===== config.mk =====
export PLATFORM = sky130hd
export DESIGN_NAME = hex_escape_decoder
export DESIGN_NICKNAME = d
export VERILOG_FILES = /design/src/sv/hexd_pkg.sv /design/src/sv/hexd_in_stage.sv /design/src/sv/hexd_core.sv /design/src/sv/hexd_out_stage.sv /design/src/sv/hex_escape_decoder.sv
export SDC_FILE = /design/constraint.sdc
export NUM_CORES = 1
export LEC_CHECK = 0
export BUFFER_PORTS_ARGS = -buffer_cell sky130_fd_sc_hd__clkbuf_2
export CAP_MARGIN = 10
export CORE_ASPECT_RATIO = 0.5
export CORE_UTILIZATION = 50
export DETAILED_ROUTE_END_ITERATION = 6
export PLACE_DENSITY = 0.8
export SKIP_LAST_GASP = 1
export SYNTH_ARGS = -nofsm -noshare
export SYNTH_HDL_FRONTEND = slang
export SYNTH_SLANG_ARGS = --single-unit

===== constraint.sdc =====
create_clock -name aclk -period 4.7 [get_ports aclk]
set_input_delay 0.705 -clock aclk [delete_from_list [all_inputs] [get_ports aclk]]
set_output_delay 0.705 -clock aclk [all_outputs]
set_load 0.01 [all_outputs]

===== src/sv/hexd_pkg.sv =====
`timescale 1ns / 1ps
// ---------------------------------------------------------------------------
// hexd_pkg
// types, codes and helpers of the hex escape decoder
// ---------------------------------------------------------------------------
package hexd_pkg;

    localparam int CHAR_W  = 8;
    localparam int COUNT_W = 16;
    localparam int CFG_W   = 16;

    localparam logic [CHAR_W-1:0]  CH_NUL    = 8'h00;
    localparam logic [CHAR_W-1:0]  CH_BSLASH = 8'h5C;
    localparam logic [CHAR_W-1:0]  CH_X      = 8'h78;
    localparam logic [CHAR_W-1:0]  CH_ZERO   = 8'h30;
    localparam logic [CHAR_W-1:0]  CH_UP_A   = 8'h41;
    localparam logic [CHAR_W-1:0]  CH_LO_A   = 8'h61;
    localparam logic [CHAR_W-1:0]  DIGIT_TEN = 8'd10;
    localparam logic [COUNT_W-1:0] COUNT_MAX = 16'hFFFF;

    typedef enum logic [0:0] {
        CFG_OUT_CAPACITY = 1'b0,
        CFG_COUNT_ONLY   = 1'b1
    } cfg_idx_t;

    typedef enum logic [1:0] {
        ST_DATA  = 2'd0,
        ST_DONE  = 2'd1,
        ST_ERROR = 2'd2
    } status_t;

    typedef enum logic [1:0] {
        PH_TEXT   = 2'd0,
        PH_BSLASH = 2'd1,
        PH_X      = 2'd2,
        PH_HIGH   = 2'd3
    } phase_t;

    typedef struct packed {
        logic [CHAR_W-1:0]  out_byte;
        status_t            status;
        logic [COUNT_W-1:0] out_count;
        logic               last;
    } result_t;

    typedef struct packed {
        logic       ok;
        logic [3:0] val;
    } hex_t;

    function automatic hex_t hex_decode(input logic [CHAR_W-1:0] ch);
        hex_t h;
        h.ok  = 1'b1;
        h.val = '0;
        if (ch >= CH_ZERO && ch <= CH_ZERO + 8'd9) begin
            h.val = 4'(ch - CH_ZERO);
        end else if (ch >= CH_UP_A && ch <= CH_UP_A + 8'd5) begin
            h.val = 4'(ch - CH_UP_A + DIGIT_TEN);
        end else if (ch >= CH_LO_A && ch <= CH_LO_A + 8'd5) begin
            h.val = 4'(ch - CH_LO_A + DIGIT_TEN);
        end else begin
            h.ok = 1'b0;
        end
        return h;
    endfunction

endpackage


===== src/sv/hexd_in_stage.sv =====
`timescale 1ns / 1ps
// ---------------------------------------------------------------------------
// hexd_in_stage
// input register holding one character until the decoder takes it
// ---------------------------------------------------------------------------
module hexd_in_stage (
    input  logic                       aclk,
    input  logic                       aresetn,
    input  logic                       s_tvalid,
    output logic                       s_tready,
    input  logic [hexd_pkg::CHAR_W-1:0] s_tdata,
    input  logic                       consume,
    output logic                       in_valid,
    output logic [hexd_pkg::CHAR_W-1:0] in_char
);
    import hexd_pkg::*;

    logic              valid_reg;
    logic              valid_next;
    logic [CHAR_W-1:0] char_reg;
    logic              take;

    assign s_tready   = !valid_reg || consume;
    assign take       = s_tvalid && s_tready;
    assign valid_next = take ? 1'b1 : (consume ? 1'b0 : valid_reg);

    always_ff @(posedge aclk) begin
        if (!aresetn) begin
            valid_reg <= 1'b0;
        end else begin
            valid_reg <= valid_next;
        end
    end

    always_ff @(posedge aclk) begin
        if (take) begin
            char_reg <= s_tdata;
        end
    end

    assign in_valid = valid_reg;
    assign in_char  = char_reg;

endmodule


===== src/sv/hexd_core.sv =====
`timescale 1ns / 1ps
// ---------------------------------------------------------------------------
// hexd_core
// escape decoder state, config registers and per-character decode
// ---------------------------------------------------------------------------
module hexd_core (
    input  logic                        aclk,
    input  logic                        aresetn,
    input  logic                        cfg_we,
    input  hexd_pkg::cfg_idx_t          cfg_index,
    input  logic [hexd_pkg::CFG_W-1:0]  cfg_data,
    input  logic                        consume,
    input  logic [hexd_pkg::CHAR_W-1:0] in_char,
    output logic                        produce,
    output hexd_pkg::result_t           result
);
    import hexd_pkg::*;

    logic [COUNT_W-1:0] capacity_reg;
    logic               count_only_reg;
    phase_t             phase_reg, phase_next;
    logic [3:0]         nibble_reg, nibble_next;
    logic [COUNT_W-1:0] count_reg, count_next;
    logic               discard_reg, discard_next;

    hex_t               hex;
    logic               is_nul;
    logic               full;
    logic               add;
    logic [CHAR_W-1:0]  add_val;
    logic               fail;
    logic [COUNT_W-1:0] count_sat;

    always_ff @(posedge aclk) begin
        if (!aresetn) begin
            capacity_reg   <= COUNT_MAX;
            count_only_reg <= 1'b0;
        end else if (cfg_we) begin
            unique case (cfg_index)
                CFG_OUT_CAPACITY: capacity_reg   <= cfg_data;
                CFG_COUNT_ONLY:   count_only_reg <= cfg_data[0];
                default:          ;
            endcase
        end
    end

    assign hex       = hex_decode(in_char);
    assign is_nul    = (in_char == CH_NUL);
    assign full      = !count_only_reg && (count_reg >= capacity_reg);
    assign count_sat = (count_reg == COUNT_MAX) ? COUNT_MAX : count_reg + 16'd1;

    always_comb begin
        phase_next   = phase_reg;
        nibble_next  = nibble_reg;
        count_next   = count_reg;
        discard_next = discard_reg;
        produce      = 1'b0;
        add          = 1'b0;
        add_val      = in_char;
        fail         = 1'b0;
        result       = '{out_byte: '0, status: ST_DATA, out_count: count_reg, last: 1'b0};

        if (discard_reg) begin
            if (is_nul) begin
                phase_next   = PH_TEXT;
                nibble_next  = '0;
                count_next   = '0;
                discard_next = 1'b0;
            end
        end else if (is_nul) begin
            produce      = 1'b1;
            phase_next   = PH_TEXT;
            nibble_next  = '0;
            count_next   = '0;
            discard_next = 1'b0;
            result.last  = 1'b1;
            if (phase_reg != PH_TEXT || full) begin
                result.status = ST_ERROR;
            end else begin
                result.status    = ST_DONE;
                result.out_count = count_sat;
            end
        end else begin
            unique case (phase_reg)
                PH_TEXT: begin
                    if (in_char == CH_BSLASH) begin
                        phase_next = PH_BSLASH;
                    end else begin
                        add = 1'b1;
                    end
                end
                PH_BSLASH: begin
                    if (in_char == CH_X) begin
                        phase_next = PH_X;
                    end else begin
                        fail = 1'b1;
                    end
                end
                PH_X: begin
                    if (hex.ok) begin
                        nibble_next = hex.val;
                        phase_next  = PH_HIGH;
                    end else begin
                        fail = 1'b1;
                    end
                end
                PH_HIGH: begin
                    if (hex.ok) begin
                        add     = 1'b1;
                        add_val = {nibble_reg, hex.val};
                    end else begin
                        fail = 1'b1;
                    end
                end
                default: fail = 1'b1;
            endcase

            if (add) begin
                phase_next = PH_TEXT;
                if (count_only_reg) begin
                    count_next = count_sat;
                end else if (full) begin
                    fail = 1'b1;
                end else begin
                    count_next       = count_sat;
                    produce          = 1'b1;
                    result.out_byte  = add_val;
                    result.out_count = count_sat;
                end
            end

            if (fail) begin
                produce       = 1'b1;
                phase_next    = PH_TEXT;
                nibble_next   = '0;
                discard_next  = 1'b1;
                result.status = ST_ERROR;
                result.last   = 1'b1;
            end
        end
    end

    always_ff @(posedge aclk) begin
        if (!aresetn) begin
            phase_reg   <= PH_TEXT;
            nibble_reg  <= '0;
            count_reg   <= '0;
            discard_reg <= 1'b0;
        end else if (consume) begin
            phase_reg   <= phase_next;
            nibble_reg  <= nibble_next;
            count_reg   <= count_next;
            discard_reg <= discard_next;
        end
    end

endmodule


===== src/sv/hexd_out_stage.sv =====
`timescale 1ns / 1ps
// ---------------------------------------------------------------------------
// hexd_out_stage
// result register toward the master side
// ---------------------------------------------------------------------------
module hexd_out_stage (
    input  logic              aclk,
    input  logic              aresetn,
    input  logic              load,
    input  hexd_pkg::result_t result,
    output logic              space,
    output logic              m_tvalid,
    input  logic              m_tready,
    output hexd_pkg::result_t m_result
);
    import hexd_pkg::*;

    logic    valid_reg;
    logic    valid_next;
    result_t res_reg;

    assign space      = !valid_reg || m_tready;
    assign valid_next = load ? 1'b1 : (m_tready ? 1'b0 : valid_reg);

    always_ff @(posedge aclk) begin
        if (!aresetn) begin
            valid_reg <= 1'b0;
        end else begin
            valid_reg <= valid_next;
        end
    end

    always_ff @(posedge aclk) begin
        if (load) begin
            res_reg <= result;
        end
    end

    assign m_tvalid = valid_reg;
    assign m_result = res_reg;

endmodule


===== src/sv/hex_escape_decoder.sv =====
`timescale 1ns / 1ps
// ---------------------------------------------------------------------------
// hex_escape_decoder
// backslash-x hex unescape of a NUL-terminated character stream
// ---------------------------------------------------------------------------
// usage
//   s_ channel: one source character per transaction, 0 ends the string
//   m_ channel: at most one result per character: a data byte, the final
//   NUL with the total count, or an error; tlast marks done or error
//   cfg channel: index 0 out_capacity, index 1 count_only; cfg_ready is
//   always high, write only while no string is in flight
//   path: the character sits in the input register, then decode loads the
//   result register, which raises m_tvalid
//   throughput: 1 character per cycle while m_tready keeps the result register free
//   reset: state cleared, out_capacity 65535, count_only 0, both channels
//   empty
//   receiver stall: the result register holds, the input register still
//   takes one more character, then s_tready drops until m_tready returns
// ---------------------------------------------------------------------------
module hex_escape_decoder (
    input  logic                         aclk,
    input  logic                         aresetn,
    input  logic                         s_tvalid,
    output logic                         s_tready,
    input  logic [7:0]                   s_tdata,    // [7:0] in_char
    output logic                         m_tvalid,
    input  logic                         m_tready,
    output logic [23:0]                  m_tdata,    // [7:0] out_byte, [23:8] out_count
    output logic [1:0]                   m_tuser,    // [1:0] status
    output logic                         m_tlast,
    input  logic                         cfg_valid,
    output logic                         cfg_ready,
    input  logic [0:0]                   cfg_index,
    input  logic [hexd_pkg::CFG_W-1:0]   cfg_data
);
    import hexd_pkg::*;

    logic              in_valid;
    logic [CHAR_W-1:0] in_char;
    logic              consume;
    logic              produce;
    logic              space;
    result_t           result;
    result_t           m_result;

    assign cfg_ready = 1'b1;
    assign consume   = in_valid && space;

    hexd_in_stage u_in (
        .aclk     (aclk),
        .aresetn  (aresetn),
        .s_tvalid (s_tvalid),
        .s_tready (s_tready),
        .s_tdata  (s_tdata),
        .consume  (consume),
        .in_valid (in_valid),
        .in_char  (in_char)
    );

    hexd_core u_core (
        .aclk      (aclk),
        .aresetn   (aresetn),
        .cfg_we    (cfg_valid && cfg_ready),
        .cfg_index (cfg_idx_t'(cfg_index)),
        .cfg_data  (cfg_data),
        .consume   (consume),
        .in_char   (in_char),
        .produce   (produce),
        .result    (result)
    );

    hexd_out_stage u_out (
        .aclk     (aclk),
        .aresetn  (aresetn),
        .load     (consume && produce),
        .result   (result),
        .space    (space),
        .m_tvalid (m_tvalid),
        .m_tready (m_tready),
        .m_result (m_result)
    );

    assign m_tdata = {m_result.out_count, m_result.out_byte};
    assign m_tuser = m_result.status;
    assign m_tlast = m_result.last;

endmodule


# Word level (Yosys, flattened, before mapping)
# Index checks and enable logic that the tools add are counted.
# op_classes
addsub,6
n_mul,0
n_div,0
n_lt_le_gt_ge,7
eq_ne,10
shift,0
n_mux,64
bitwise_logic,2
n_reduce_logical,29
# ops
op,n
two-way mux 16 bit,10
two-way mux 4 bit,9
two-way mux 1 bit,28
two-way mux 2 bit,10
two-way mux 19 bit,1
two-way mux 17 bit,1
adder 16 x 1 -> 16 bit (second input constant),1
equality test 16 bit (second input constant),1
equality test 8 x 7 -> 1 bit (second input constant),2
>= comparator 16 bit,1
>= comparator 8 x 7 -> 1 bit (second input constant),2
<= comparator 8 x 7 -> 1 bit (second input constant),2
two-way mux 8 bit,2
inequality test 5 x 1 -> 1 bit (second input constant),3
subtractor 4 x 1 -> 4 bit (second input constant),3
adder 4 bit (second input constant),2
>= comparator 8 x 6 -> 1 bit (second input constant),1
<= comparator 8 x 6 -> 1 bit (second input constant),1
zero test 8 bit,1
nonzero test 2 bit,4
logical AND 1 bit,7
one-hot mux 2 bit (3 select lines),1
AND reduction 6 bit,1
nonzero test 3 bit,2
14 further kinds,22
# word_totals
register_bits,77
latchBits,0
ramBits,0
romBits,0
inputBits,30
output_inout_bits,30
elab_cells,131
memories,0

# Depth between registers and ports, before layout
# depth
depth_word,17
depth_mapped,10
ltp_nobuf,9

# Hierarchy
# Synthesis repeated with hierarchy kept, for this count alone.
# unflattened
hier_cells,473
area_unflattened_um2,4426.7
# by_module_without_submodules
mod,n_inst,cells_each,area_each_um2,seq_area_each_um2
hexd_core,1,425,3245.6,800.8
hexd_out_stage,1,31,859.6,830.8
hexd_in_stage,1,13,297.8,260.2
hex_escape_decoder,1,4,23.8,0.0

# Least setup slack after synthesis
# OpenSTA, ideal clock, no wires.
# synth_path
path_kind,reg-to-reg
startpoint,"register u_in.char_reg[0], in the netlist u_in.in_char[0]"
endpoint,"register u_out.res_reg, in the netlist u_out.m_result[0] (enable)"
setup_time_ns,0.389
arrival_ns,2.447
t_required_ns,4.311
slack_ns,1.864
path_stages_with_launch,8
n_path_buf,0
synth_period_minus_slack_ns,2.836
cell_sequence,edfxtp_1 > inv_1 > ha_1 > nand2b_1 > o21ai_1 > o32a_2 > a211oi_2 > o31a_1
# synth_between
elab_chain_cells,16
elab_cells_between_ends,33
cone_classes,order compare: 6; eq/ne: 2; mux: 20; reduce/logical: 5
# synth_rtl
element,line_no,rtl
start: declaration,hexd_in_stage.sv:20,logic [CHAR_W-1:0] char_reg;
start signal: assignment,hexd_in_stage.sv:37,char_reg <= s_tdata;
>= comparator 8 x 7 -> 1 bit or <= comparator 8 x 7 -> 1 bit (tied branches),hexd_pkg.sv:59,end else if (ch >= CH_LO_A && ch <= CH_LO_A + 8'd5) begin
logical AND 1 bit,hexd_pkg.sv:59,
two-way mux 1 bit,hexd_pkg.sv:59,
two-way mux 1 bit,hexd_pkg.sv:57,end else if (ch >= CH_UP_A && ch <= CH_UP_A + 8'd5) begin
two-way mux 1 bit,hexd_pkg.sv:55,if (ch >= CH_ZERO && ch <= CH_ZERO + 8'd9) begin
"two-way mux 1 bit, on equally long branches","hexd_core.sv:100, hexd_core.sv:108",
one-hot mux 1 bit (2 select lines),hexd_core.sv:84,unique case (phase_reg)
"two-way mux 1 bit, on equally long branches","hexd_core.sv:122, hexd_core.sv:70",
"two-way mux 1 bit, on equally long branches","hexd_core.sv:120, hexd_core.sv:63",
two-way mux 1 bit,hexd_core.sv:118,if (add) begin
two-way mux 1 bit,hexd_core.sv:70,end else if (is_nul) begin
two-way mux 1 bit,hexd_core.sv:63,if (discard_reg) begin
two-way mux 1 bit,hexd_core.sv:132,if (fail) begin
two-way mux 1 bit (*),hexd_core.sv:70,
two-way mux 1 bit (*),hexd_core.sv:63,
logical AND 1 bit (*),hex_escape_decoder.sv:75,".load (consume && produce),"
net u_out.load,hexd_out_stage.sv:9,"input logic load,"
end signal: assignment,hexd_out_stage.sv:35,res_reg <= result;
end: declaration,hexd_out_stage.sv:20,result_t res_reg;
# Mark *: on every way through the listed nets, which the timed path passes. The rest lies on a longest branch. The select of a mux whose other input is x is not followed.
# A chain may end at the register's enable or synchronous reset.

==> metrics <==
Starting DRT DRC Count 353; post-route clock skew 0.00798 ns; Root Driver clkbuf_16; Psw 0.000349 W; top cell type by total area after synthesis edfxtp_1; layout cells sized above 1 18.3%; failing checks design-rule violations; largest net degree at the start of global routing 33; antenna cells 0; DRC errors left 2; most frequent cells after synthesis nand2_1 (54), dfxtp_1 (42), a21oi_1 (35), edfxtp_1 (35), nor2_1 (31); Synth Warn # 0; Filler cells 704; Slew HR 27.9%; Worst-Skew Late Latency 0.34 ns; Hold Crit Class register to register; std cell rows 23; Buffers on Ports 58; Vias/cell 6.01; Synthesized Nets 525; H-tree levels 3; Vias 3826; drt first pass iters 7; number of setup buffers added after CTS 0; DP HPWL 7820 um; Layout Nets 577; count of final hold-check violations 0; fin area 5050 um^2; Finish-stage setup viols 0; die area 9210 um^2; vias in the first global route 3681; post-synthesis sequential area ratio 43.0%; CTS tree done; Peak VDD IR 0.000178 V; Max Slew Vio Count 0; Post-synth EDFFs 35; clock power share 43.7%; CTS sink cnt 77; Sw Ratio 22.4%; final wirelength 10500 um; GP Congestion 0.920; Cell Area, Placed 4760 um^2; Sequential Power Share 47.9%; Synth cell types 73; max reg flops 27; Max Cap Viol 0; most common flop cell mapped by yosys dfxtp_1; post-CTS sizing 0; Longest Clk Path Bufs 2; CP Class register to register; Worst EP arrival 3.62 ns; first-pass GRT wire length 17400 um; initial antenna violation count 0; Lkg Pwr 2.13 nW; CP Max Fanout 9; top cell type's share of synthesized area 23.9%; top post-synthesis cells by area edfxtp_1 (24%), dfxtp_1 (19%), ha_1 (7.4%); number of synthesized register bits 77; RSZ-0062 raised after global routing false; GRT overflow 0; I/O pin total 60; Pwr Density 308 nW/um^2; Gate power share 8.3%; Die Y 68.3 um; Critical Path Sink Type register; Final period util 75.8%; Core Area 8260 um^2; Pint 0.00121 W; Req. time, crit path 4.76 ns; starting density of the core 53.3%; ys async rst share 0%; Netlist Area Pre-Place 4400 um^2; outcome finished, violations left; Clock transition at path regs 0.06 ns; Syn Area/Cell 9.39 um^2; Syn Inst Count 469; Slew @ Worst Pin 1.08 ns; cts-stage hold buffer count 0; Die Wd 135 um; final setup TNS 0 ns; Routed Antenna Nets 0; fmax 281 MHz; GRT Total Usage 24.7%; CP Launch Type register; area grow syn2layout 14.8%; Num CTS Buffers 9; crit path time final 3.56 ns; top-count cell post-synth nand2_1; DR WL/cell 16.5 um; Core Util, Final 61.2%
layout by cell type (no fill, tap or decap), types with 8 or more instances in the layout:
| cell type | n |
|---|---|
| a21oi_1 | 35 |
| a31oi_1 | 11 |
| clkbuf_16 | 10 |
| clkbuf_2 | 58 |
| dfxtp_1 | 42 |
| edfxtp_1 | 35 |
| ha_1 | 26 |
| inv_1 | 29 |
| nand2_1 | 54 |
| nand2b_1 | 8 |
| nand3_1 | 19 |
| nor2_1 | 31 |
| nor3_1 | 9 |
| o211ai_1 | 17 |
| o21ai_0 | 14 |
critical path, cell delays in order (launching register included):
cell and delay, ns:
dfxtp_1 0.48, ha_1 0.29, and4_1 0.25, a41oi_1 0.21, a2bb2oi_1 0.46, nand3_1 0.32
o21ai_1 0.51, buf_4 0.25, and2_1 0.34, a31oi_1 0.17
power by group through the flow:
stage | Clock, W | Combinational [W] | Sequential (W)
5_1_grt | 0.000717 | 0.000145 | 0.000750
4_1_cts | 0.000694 | 0.000130 | 0.000747
3_3_place_gp | 0 | 0.000125 | 0.000759
3_5_place_dp | 0 | 0.000129 | 0.000761
6_report | 0.000682 | 0.000130 | 0.000747
2_1_floorplan | 0 | 0.0000814 | 0.000760
area by class of cell:
class	count	area, um^2	share of cell area [%]
sequential	77	1890	37.4
timing repair buffer	61	313	6.19
clock buffer	15	299	5.92
tap	112	140	2.77
inverter	29	109	2.15
multi-input combinational	343	2300	45.5
stage by stage:
stage	power (W)	hold WS (ns)	worst slack [ns]	cells
CTS	0.00157	0.468	1.24	637
finish	0.00156	0.461	1.14	637
global route	0.00161	0.480	0.970	637
global placement	0.000885	0.447	1.42	622
floorplan	0.000841	0.432	1.86	469
detailed placement	0.000890	0.452	1.29	622
kinds of logic (layout without fill, tap and decap cells):
| group | after synthesis | in the layout | synth area share (%) |
|---|---|---|---|
| simple gates | 161 | 161 | 18.3 |
| compound gates | 146 | 146 | 24.5 |
| flops | 77 | 77 | 43.0 |
| buf+inv | 49 | 105 | 4.78 |
| fa+ha+maj | 26 | 26 | 7.39 |
| xor+xnor | 5 | 5 | 0.995 |
| mux | 4 | 4 | 0.966 |
| other cells | 1 | 1 | 0.0852 |
path summary, 6_finish.rpt:
| path | from | end | cells past startpoint | slack [ns] |
|---|---|---|---|---|
| worst min-delay path | u_core.nibble_reg[0] | u_core.nibble_reg[0] | 1 | 0.46 |
| worst min register to register | u_core.nibble_reg[0] | u_core.nibble_reg[0] | 1 | 0.46 |
| worst max register to register | u_core.count_reg[13] | u_out.m_result[11] | 9 | 1.14 |
| worst max-delay path | u_core.count_reg[13] | u_out.m_result[11] | 9 | 1.14 |
layer usage:
layer  global-route usage (%)  routed length [um]
met1                     30.1                4640
met2                     42.8                4930
met3                     7.48                 859
met4                     8.01                 104
met5                        0                   0
Note: power is estimated with default switching activity, not from simulation.
